### src/design/rau_pkg.sv
// ============================================================================
// rau_pkg: shared types and constants for the rational arithmetic unit
// Holds payload structs, mode codes and the sequencer state type.
// ============================================================================
package rau_pkg;

    localparam int VALUE_WIDTH = 32;
    localparam int PROD_WIDTH  = 2 * VALUE_WIDTH;

    typedef enum logic [2:0] {
        MODE_ADD = 3'd0,
        MODE_SUB = 3'd1,
        MODE_MUL = 3'd2,
        MODE_DIV = 3'd3,
        MODE_EQ  = 3'd4,
        MODE_LT  = 3'd5
    } mode_t;

    typedef struct packed {
        logic [2:0]         mode;
        logic signed [31:0] a_numerator;
        logic signed [31:0] a_denominator;
        logic signed [31:0] b_numerator;
        logic signed [31:0] b_denominator;
    } in_item_t;

    typedef struct packed {
        logic signed [31:0] res_numerator;
        logic signed [31:0] res_denominator;
        logic               compare_true;
    } out_item_t;

    typedef enum logic [3:0] {
        ST_IDLE,
        ST_MUL0,
        ST_MUL1,
        ST_MUL2,
        ST_COMBINE,
        ST_GCD_CHECK,
        ST_GCD_STEP,
        ST_DIV_NUM,
        ST_DIV_DEN,
        ST_FINISH,
        ST_OUT
    } state_t;

    // Control from the sequencer to the shared datapath.
    typedef struct packed {
        logic load;
        logic mul_first;
        logic mul_second;
        logic mul_third;
        logic combine;
        logic gcd_start;
        logic gcd_go;
        logic div_num;
        logic div_den;
        logic finish;
    } ctrl_t;

    // Status from the datapath back to the sequencer.
    typedef struct packed {
        logic early_done;
        logic gcd_zero;
        logic div_busy;
        logic div_done;
    } stat_t;

endpackage

### src/design/rau_divider.sv
// ============================================================================
// rau_divider: shared restoring divider
// Unsigned quotient and remainder, one quotient bit per cycle.
// ============================================================================
module rau_divider
(
    input  logic                                   clk,
    input  logic                                   rst_n,
    input  logic                                   start,
    input  logic [rau_pkg::VALUE_WIDTH-1:0]        dividend,
    input  logic [rau_pkg::VALUE_WIDTH-1:0]        divisor,
    output logic                                   busy,
    output logic                                   done,
    output logic [rau_pkg::VALUE_WIDTH-1:0]        quotient,
    output logic [rau_pkg::VALUE_WIDTH-1:0]        remainder
);

    localparam int W  = rau_pkg::VALUE_WIDTH;
    localparam int CW = $clog2(W + 1);

    logic [W-1:0]  quo_reg, quo_next;
    logic [W-1:0]  rem_reg, rem_next;
    logic [W-1:0]  dsr_reg, dsr_next;
    logic [CW-1:0] cnt_reg, cnt_next;
    logic          busy_reg, busy_next;
    logic          done_reg, done_next;
    logic [W:0]    trial;
    logic [W:0]    shifted;

    always_comb
    begin
        quo_next  = quo_reg;
        rem_next  = rem_reg;
        dsr_next  = dsr_reg;
        cnt_next  = cnt_reg;
        busy_next = busy_reg;
        done_next = 1'b0;
        shifted   = {rem_reg, quo_reg[W-1]};
        trial     = shifted - {1'b0, dsr_reg};
        if (start)
        begin
            quo_next  = dividend;
            rem_next  = '0;
            dsr_next  = divisor;
            cnt_next  = CW'(W);
            busy_next = 1'b1;
        end
        else if (busy_reg)
        begin
            if (!trial[W])
            begin
                rem_next = trial[W-1:0];
                quo_next = {quo_reg[W-2:0], 1'b1};
            end
            else
            begin
                rem_next = shifted[W-1:0];
                quo_next = {quo_reg[W-2:0], 1'b0};
            end
            cnt_next = cnt_reg - 1'b1;
            if (cnt_reg == CW'(1))
            begin
                busy_next = 1'b0;
                done_next = 1'b1;
            end
        end
    end

    always_ff @(posedge clk or negedge rst_n)
    begin
        if (!rst_n)
        begin
            busy_reg <= 1'b0;
            done_reg <= 1'b0;
            cnt_reg  <= '0;
        end
        else
        begin
            busy_reg <= busy_next;
            done_reg <= done_next;
            cnt_reg  <= cnt_next;
        end
    end

    always_ff @(posedge clk)
    begin
        quo_reg <= quo_next;
        rem_reg <= rem_next;
        dsr_reg <= dsr_next;
    end

    assign busy      = busy_reg;
    assign done      = done_reg;
    assign quotient  = quo_reg;
    assign remainder = rem_reg;

endmodule

### src/design/rau_datapath.sv
// ============================================================================
// rau_datapath: operand registers, shared multiplier and reduction logic
// One signed multiplier serves all cross products; the divider serves GCD.
// ============================================================================
module rau_datapath
(
    input  logic               clk,
    input  logic               rst_n,
    input  rau_pkg::in_item_t  in_item,
    input  rau_pkg::ctrl_t     ctrl,
    output rau_pkg::stat_t     stat,
    output rau_pkg::out_item_t result
);

    localparam int W = rau_pkg::VALUE_WIDTH;
    localparam int P = rau_pkg::PROD_WIDTH;

    logic [2:0]          mode_reg;
    logic signed [W-1:0] an_reg, ad_reg, bn_reg, bd_reg;
    logic signed [P-1:0] p0_reg, p1_reg, p2_reg;
    logic signed [W-1:0] num_reg, den_reg;
    logic [W-1:0]        mn_reg, md_reg;
    logic                neg_reg;
    logic [W-1:0]        gx_reg, gy_reg;
    logic                early_reg;
    rau_pkg::out_item_t  res_reg;

    logic signed [W-1:0] mul_a, mul_b;
    logic signed [P-1:0] mul_p;
    logic                valid_in;
    logic                is_cmp;

    logic                div_start;
    logic [W-1:0]        div_dvd, div_dvs, div_q, div_r;
    logic                div_busy, div_done;

    assign valid_in = (ad_reg != '0) && (bd_reg != '0);
    assign is_cmp   = (mode_reg == rau_pkg::MODE_EQ) || (mode_reg == rau_pkg::MODE_LT);

    // Operand select for the single shared multiplier.
    always_comb
    begin
        mul_a = an_reg;
        mul_b = bd_reg;
        if (ctrl.mul_second)
        begin
            if (mode_reg == rau_pkg::MODE_MUL)
            begin
                mul_a = an_reg;
                mul_b = bn_reg;
            end
            else
            begin
                mul_a = bn_reg;
                mul_b = ad_reg;
            end
        end
        else if (ctrl.mul_third)
        begin
            mul_a = ad_reg;
            mul_b = (mode_reg == rau_pkg::MODE_DIV) ? bn_reg : bd_reg;
        end
    end
    assign mul_p = mul_a * mul_b;

    assign div_start = ctrl.gcd_go || ctrl.div_num || ctrl.div_den;
    always_comb
    begin
        div_dvd = gx_reg;
        div_dvs = gy_reg;
        if (ctrl.div_num)
        begin
            div_dvd = mn_reg;
            div_dvs = gx_reg;
        end
        else if (ctrl.div_den)
        begin
            div_dvd = md_reg;
            div_dvs = gx_reg;
        end
    end

    rau_divider u_div
    (
        .clk       (clk),
        .rst_n     (rst_n),
        .start     (div_start),
        .dividend  (div_dvd),
        .divisor   (div_dvs),
        .busy      (div_busy),
        .done      (div_done),
        .quotient  (div_q),
        .remainder (div_r)
    );

    logic signed [W-1:0] comb_num, comb_den;
    logic                early_next;
    logic [W-1:0]        mag_num, mag_den;
    logic                sign_lt;

    always_comb
    begin
        comb_num = p1_reg[W-1:0];
        comb_den = p2_reg[W-1:0];
        case (mode_reg)
            rau_pkg::MODE_ADD: comb_num = p0_reg[W-1:0] + p1_reg[W-1:0];
            rau_pkg::MODE_SUB: comb_num = p0_reg[W-1:0] - p1_reg[W-1:0];
            rau_pkg::MODE_MUL: comb_num = p1_reg[W-1:0];
            rau_pkg::MODE_DIV: comb_num = p0_reg[W-1:0];
            default:           comb_num = p0_reg[W-1:0];
        endcase
        mag_num = comb_num[W-1] ? W'(-comb_num) : W'(comb_num);
        mag_den = comb_den[W-1] ? W'(-comb_den) : W'(comb_den);
        early_next = (comb_den == '0) || (comb_num == '0);
    end

    // Exact compare: a_n*b_d versus b_n*a_d, sense flipped on negative d*d.
    assign sign_lt = (p0_reg < p1_reg) ^ (ad_reg[W-1] ^ bd_reg[W-1]);

    always_ff @(posedge clk or negedge rst_n)
    begin
        if (!rst_n)
            early_reg <= 1'b0;
        else if (ctrl.load)
            early_reg <= 1'b0;
        else if (ctrl.combine)
            early_reg <= !valid_in || is_cmp || mode_reg > rau_pkg::MODE_LT || early_next;
    end

    always_ff @(posedge clk)
    begin
        if (ctrl.load)
        begin
            mode_reg <= in_item.mode;
            an_reg   <= W'(in_item.a_numerator);
            ad_reg   <= W'(in_item.a_denominator);
            bn_reg   <= W'(in_item.b_numerator);
            bd_reg   <= W'(in_item.b_denominator);
        end
        if (ctrl.mul_first)
            p0_reg <= mul_p;
        if (ctrl.mul_second)
            p1_reg <= mul_p;
        if (ctrl.mul_third)
            p2_reg <= mul_p;
        if (ctrl.combine)
        begin
            num_reg <= comb_num;
            den_reg <= comb_den;
            mn_reg  <= mag_num;
            md_reg  <= mag_den;
            neg_reg <= comb_num[W-1] ^ comb_den[W-1];
            gx_reg  <= mag_num;
            gy_reg  <= mag_den;
        end
        if (ctrl.gcd_start && div_done)
        begin
            gx_reg <= gy_reg;
            gy_reg <= div_r;
        end
        // The reduced numerator still sits in the quotient register when the
        // denominator division starts.
        if (ctrl.div_den)
            mn_reg <= div_q;
        if (ctrl.finish)
        begin
            res_reg.compare_true    <= 1'b0;
            res_reg.res_numerator   <= '0;
            res_reg.res_denominator <= '0;
            if (mode_reg <= rau_pkg::MODE_DIV)
            begin
                if (!valid_in || den_reg == '0)
                begin
                    res_reg.res_numerator   <= 32'sd1;
                    res_reg.res_denominator <= 32'sd0;
                end
                else if (num_reg == '0)
                begin
                    res_reg.res_numerator   <= 32'sd0;
                    res_reg.res_denominator <= 32'sd1;
                end
                else if (div_q[W-1] || (!neg_reg && mn_reg[W-1]))
                begin
                    res_reg.res_numerator   <= 32'sd1;
                    res_reg.res_denominator <= 32'sd0;
                end
                else
                begin
                    res_reg.res_numerator   <= neg_reg ? -mn_reg : mn_reg;
                    res_reg.res_denominator <= div_q;
                end
            end
            else if (is_cmp && valid_in)
            begin
                res_reg.compare_true <= (mode_reg == rau_pkg::MODE_EQ) ?
                                        (p0_reg == p1_reg) : (sign_lt && p0_reg != p1_reg);
            end
        end
    end

    assign stat.early_done = early_reg;
    assign stat.gcd_zero   = (gy_reg == '0);
    assign stat.div_busy   = div_busy;
    assign stat.div_done   = div_done;
    assign result          = res_reg;

endmodule

### src/design/rau_sequencer.sv
// ============================================================================
// rau_sequencer: control state machine for one item at a time
// Steps multiplies, the GCD loop and the two reducing divisions.
// ============================================================================
module rau_sequencer
(
    input  logic           clk,
    input  logic           rst_n,
    input  logic           in_fire,
    input  logic           out_fire,
    input  rau_pkg::stat_t stat,
    output rau_pkg::ctrl_t ctrl,
    output logic           in_ready,
    output logic           out_valid
);

    rau_pkg::state_t state_reg, state_next;
    logic            wait_reg, wait_next;

    always_comb
    begin
        state_next = state_reg;
        wait_next  = 1'b0;
        case (state_reg)
            rau_pkg::ST_IDLE:      if (in_fire) state_next = rau_pkg::ST_MUL0;
            rau_pkg::ST_MUL0:      state_next = rau_pkg::ST_MUL1;
            rau_pkg::ST_MUL1:      state_next = rau_pkg::ST_MUL2;
            rau_pkg::ST_MUL2:      state_next = rau_pkg::ST_COMBINE;
            rau_pkg::ST_COMBINE:   state_next = rau_pkg::ST_GCD_CHECK;
            rau_pkg::ST_GCD_CHECK:
            begin
                if (stat.early_done)
                    state_next = rau_pkg::ST_FINISH;
                else if (stat.gcd_zero)
                    state_next = rau_pkg::ST_DIV_NUM;
                else
                    state_next = rau_pkg::ST_GCD_STEP;
            end
            rau_pkg::ST_GCD_STEP:
            begin
                wait_next = 1'b1;
                if (wait_reg && stat.div_done)
                    state_next = rau_pkg::ST_GCD_CHECK;
            end
            rau_pkg::ST_DIV_NUM:
            begin
                wait_next = 1'b1;
                if (wait_reg && stat.div_done)
                    state_next = rau_pkg::ST_DIV_DEN;
            end
            rau_pkg::ST_DIV_DEN:
            begin
                wait_next = 1'b1;
                if (wait_reg && stat.div_done)
                    state_next = rau_pkg::ST_FINISH;
            end
            rau_pkg::ST_FINISH:    state_next = rau_pkg::ST_OUT;
            rau_pkg::ST_OUT:       if (out_fire) state_next = rau_pkg::ST_IDLE;
            default:               state_next = rau_pkg::ST_IDLE;
        endcase
    end

    always_comb
    begin
        ctrl            = '0;
        ctrl.load       = in_fire;
        ctrl.mul_first  = (state_reg == rau_pkg::ST_MUL0);
        ctrl.mul_second = (state_reg == rau_pkg::ST_MUL1);
        ctrl.mul_third  = (state_reg == rau_pkg::ST_MUL2);
        ctrl.combine    = (state_reg == rau_pkg::ST_COMBINE);
        ctrl.gcd_go     = (state_reg == rau_pkg::ST_GCD_STEP) && !wait_reg;
        ctrl.gcd_start  = (state_reg == rau_pkg::ST_GCD_STEP) && wait_reg;
        ctrl.div_num    = (state_reg == rau_pkg::ST_DIV_NUM) && !wait_reg;
        ctrl.div_den    = (state_reg == rau_pkg::ST_DIV_DEN) && !wait_reg;
        ctrl.finish     = (state_reg == rau_pkg::ST_FINISH);
        in_ready        = (state_reg == rau_pkg::ST_IDLE);
        out_valid       = (state_reg == rau_pkg::ST_OUT);
    end

    always_ff @(posedge clk or negedge rst_n)
    begin
        if (!rst_n)
        begin
            state_reg <= rau_pkg::ST_IDLE;
            wait_reg  <= 1'b0;
        end
        else
        begin
            state_reg <= state_next;
            wait_reg  <= wait_next && !(wait_reg && stat.div_done);
        end
    end

    logic unused_ok;
    assign unused_ok = stat.div_busy;

endmodule

### src/design/rational_arithmetic_unit_top.sv
// ============================================================================
// rational_arithmetic_unit_top: fraction add, subtract, multiply, divide
// and compare, with the result reduced to lowest terms by Euclid's GCD.
// ============================================================================
//
//  Channel | Signals                      | Direction | Payload
//  --------+------------------------------+-----------+----------------------
//  input   | in_valid, in_ready, in_data  | in        | rau_pkg::in_item_t
//  output  | out_valid, out_ready, out_data| out      | rau_pkg::out_item_t
//
// One beat is processed at a time; in_ready is low from acceptance until
// the result beat is taken. Compares and invalid operands skip the Euclid
// steps and the two divisions; the shared divider, used for a reduced
// fraction, produces one quotient bit per cycle.
// Reset is asynchronous and active low; it returns the sequencer to idle.
// A stalled result simply holds in its output register.
//
// The order of work: the states MUL0, MUL1 and MUL2 drive the single shared
// multiplier to form the cross products, ST_COMBINE combines and takes
// magnitudes, then the divider runs the remainder loop of Euclid's algorithm
// and finally divides numerator and denominator by the GCD. The sign is moved
// onto the numerator so the denominator of a valid result is always positive.
//
module rational_arithmetic_unit_top
(
    input  logic               clk,
    input  logic               rst_n,
    input  logic               in_valid,
    output logic               in_ready,
    input  rau_pkg::in_item_t  in_data,
    output logic               out_valid,
    input  logic               out_ready,
    output rau_pkg::out_item_t out_data
);

    rau_pkg::ctrl_t ctrl;
    rau_pkg::stat_t stat;
    logic           in_fire;
    logic           out_fire;

    // Handshake completion on each side.
    assign in_fire  = in_valid && in_ready;
    assign out_fire = out_valid && out_ready;

    rau_sequencer u_seq
    (
        .clk       (clk),
        .rst_n     (rst_n),
        .in_fire   (in_fire),
        .out_fire  (out_fire),
        .stat      (stat),
        .ctrl      (ctrl),
        .in_ready  (in_ready),
        .out_valid (out_valid)
    );

    rau_datapath u_dp
    (
        .clk     (clk),
        .rst_n   (rst_n),
        .in_item (in_data),
        .ctrl    (ctrl),
        .stat    (stat),
        .result  (out_data)
    );

endmodule

### config.mk
export PLATFORM = sky130hd
export DESIGN_NAME = rational_arithmetic_unit_top
export DESIGN_NICKNAME = d
export VERILOG_FILES = /design/src/design/rau_pkg.sv /design/src/design/rau_divider.sv /design/src/design/rau_datapath.sv /design/src/design/rau_sequencer.sv /design/src/design/rational_arithmetic_unit_top.sv
export SDC_FILE = /design/constraint.sdc
export NUM_CORES = 2
export LEC_CHECK = 0
export ABC_CLOCK_PERIOD_IN_PS = 28100
export BUFFER_PORTS_ARGS = -buffer_cell sky130_fd_sc_hd__buf_2
export CAP_MARGIN = 20
export CORE_MARGIN = 10
export CORE_UTILIZATION = 38
export DETAILED_ROUTE_END_ITERATION = 16
export PLACE_DENSITY_LB_ADDON = 0.25
export SYNTH_ARGS = -nofsm -noshare
export SYNTH_HDL_FRONTEND = slang
export SYNTH_SLANG_ARGS = --single-unit
### constraint.sdc
create_clock -name clk -period 28.1 [get_ports clk]
set_input_delay 2.81 -clock clk [delete_from_list [all_inputs] [get_ports clk]]
set_output_delay 2.81 -clock clk [all_outputs]
set_load 0.005 [all_outputs]
==> results.ini <==
[setup_path]
max_stage_delay_ns=0.96
path_class=reg2reg
r2r_cells=37
end_kind=flop
cp_slowest_cell=fa_1
cpMostUsedCell=fa_1
crit_required_ns=28.51
cp_max_fo=40
critPathTopFamily=adder cells
crit_path_start_kind=flop
cp_num_buf_inv=11
crit_cells=37
arrival_ns=13.26

[global_routing]
gr-total-overflow=0
antenna_found_initial=3
grt_pass1_vias=52800
grt_max_degree=73
track_usage_pct=23.1
grt_pass1_wl_um=342000

[hold_path]
whs_path_depth=2
worst_hold_path_type=reg2reg

[die]
io_pins=202
placementRows=155
initial_core_util_pct=38.2
die_width_um=443
dieArea_sq_um=196000
fp.dieH_um=443
core_area_sq_um=178000

[power]
ir_worst_vdd_mv=0.0447
power_switching_mw=0.438
swShare_pct=20.7
intPower_mw=1.68
pwr-share-comb_pct=0.5
p_per_area_nw_per_um2=28.3
p_seq_share_pct=50.0
clockPowerShare_pct=49.5
total_power_mw=2.12
p_leak_nw=32.6

[placement]
gp_congestion=0.947
portBuffers=201
dp_hpwl_um=175000
post_dp_cell_area_sq_um=72100
place_inst=9074

[routing]
via_count=50100
wl_um=228000
firstDrtPassIters=6
ant_nets=0
viasPerCell=5.43
drc=0
wl_per_cell_um=24.7
detailedRoute.firstIterationViolations=4460

[synthesis]
ys_seq_area_share_pct=28.5
synth_cell_types=90
synth-edff-count=612
syn-mean-instance-area_sq_um=10.2
synth_fp_nets=8216
synth_ff_type=edfxtp_1
netlist_area_sq_um=68000
synth_warnings=0
ys_ff_latch=658
synthCells=6681
async_flop_share_pct=2.13

[layout]
regArea_sq_um=19400
layout_commonest_cell=inv_1
drive_gt1_share_pct=9.21
stdcell_count=9216
final_area_sq_um=74800
multi_input_area_sq_um=43600
antennaDiodeCount=0
largest_reg_flops=65
nFillCells=17300
nets=8334
syn_to_final_growth_pct=10.0
layout_common_cells=1,103 x inv_1, 1,084 x fa_1, 774 x nand2_1, 751 x nor2_1, 612 x edfxtp_1

[clocking]
cts_tree=built
post-cts-setup-buffer-count=0
cts_sinks=658
cts_resized=0
cts-root-buf=clkbuf_16
path_clk_slew_ns=0.06
cts_buffers=75
cts_buffer_depth=3
hold_buffers=0
htree_levels=3
clk_latency_ns=0.71

[sta]
worst_slew_pin_slew_ns=1.22
fmax_ghz=0.0778
maxSlewHeadroom_pct=18.3
skew_ns=0.0331
post-route-min-period_ns=12.85
post-route-period-util_pct=45.7
setup_viol=0
maxSlewViolCount=0
final_hold_viol_count=0
rsz0062_at_grt=no
tns_ns=0

[status]
status=finished clean

[job]
cap_violations=0

-- path summary, 6_finish.rpt --
kind                                                        from                                    end  slack, ns
min in group asynchronous                                  rst_n      u_dp.u_div.cnt_reg[4]$_DFFE_PN0P_       2.07
max                               u_seq.state_reg[3]$_DFFE_PN0P_              u_dp.p1_reg[60]$_DFFE_PP_      15.25
max reg2reg                       u_seq.state_reg[3]$_DFFE_PN0P_              u_dp.p1_reg[60]$_DFFE_PP_      15.25
min reg2reg                u_dp.u_div.remainder[25]$_SDFFE_PN0P_  u_dp.u_div.remainder[25]$_SDFFE_PN0P_       0.51
max in group asynchronous                                  rst_n         u_seq.state_reg[0]$_DFFE_PN0P_      25.65
min                        u_dp.u_div.remainder[25]$_SDFFE_PN0P_  u_dp.u_div.remainder[25]$_SDFFE_PN0P_       0.51
-- synthesized netlist by cell type (17+ instances only) --
| library cell | number | area share (%) |
|---|---|---|
| nor4_1 | 52 | 0.48 |
| nor2_1 | 758 | 4.2 |
| buf_1 | 23 | 0.13 |
| nand2b_1 | 35 | 0.32 |
| mux2i_1 | 37 | 0.54 |
| fa_1 | 1084 | 32 |
| clkbuf_1 | 270 | 1.5 |
| nand3_1 | 42 | 0.31 |
| a31oi_1 | 35 | 0.32 |
| a21oi_1 | 152 | 1.1 |
| a21o_1 | 81 | 0.89 |
| nand4_1 | 43 | 0.40 |
| ha_1 | 316 | 5.8 |
| dfxtp_1 | 32 | 0.94 |
| o21a_1 | 88 | 0.97 |
| nor3_1 | 61 | 0.45 |
| o211ai_1 | 17 | 0.19 |
| xor2_1 | 80 | 1.0 |
| edfxtp_1 | 612 | 27 |
| o21ai_0 | 251 | 1.8 |
| o22a_1 | 53 | 0.68 |
| nand2_1 | 777 | 4.3 |
| xnor2_1 | 156 | 2.0 |
| o31ai_1 | 37 | 0.41 |
| or3_1 | 32 | 0.29 |
| and2_1 | 43 | 0.40 |
| o21ai_1 | 33 | 0.24 |
| a22oi_1 | 24 | 0.26 |
| mux2_2 | 84 | 1.4 |
| inv_1 | 1105 | 6.1 |
| nor2b_1 | 28 | 0.26 |
-- power by group through the flow --
stage | clock (mW) | sequential (mW) | combinational [mW]
after global placement | 0 | 1.08 | 0.0114
final | 1.05 | 1.06 | 0.0114
after floorplan | 0 | 1.08 | 0.0000430
after global routing | 1.11 | 1.06 | 0.0124
after detailed placement | 0 | 1.08 | 0.0114
after CTS | 1.07 | 1.06 | 0.0115
-- tightest hold or removal path, cell delays in order, from the launching register on --
cell     delay, ns
dfxtp_1       0.34
nand2_1       0.06
o21ai_0       0.06
-- routing by layer --
layer | GRT usage, % | vias up | routed length, um
li1 | - | 21800 | -
met1 | 29.4 | 25400 | 90900
met2 | 36.8 | 2300 | 103000
met3 | 5.56 | 568 | 21000
met4 | 10.9 | 6 | 12900
met5 | 0 | - | 41
-- metrics by stage --
stage	setup slack [ns]	util [%]	hold slack [ns]
2_1_floorplan	17.16	-	0.464
3_3_place_gp	15.57	40.5	0.498
3_5_place_dp	15.43	40.5	0.502
4_1_cts	15.36	41.9	0.501
5_1_grt	14.67	42.0	0.524
6_report	15.25	42.0	0.508
-- layout make-up --
type	instances	area share (%)
clock buffers	89	2.65
well taps	2355	3.94
repair buffers	341	2.80
multi-input cells	4614	58.3
clock inverters	50	0.872
inverters	1109	5.57
flip-flops and latches	658	25.9
-- logic make-up after synthesis --
logic type               share of synthesized area (%)
AND/OR/NAND/NOR                                   12.1
adder cells (fa/ha/maj)                           37.7
buffers and inverters                             7.81
flip-flops                                        28.5
other                                          0.00551
multiplexers                                      1.95
XOR/XNOR                                          3.09
AO/OA/AOI/OAI                                     8.81
(Power assumes the default switching activity.)
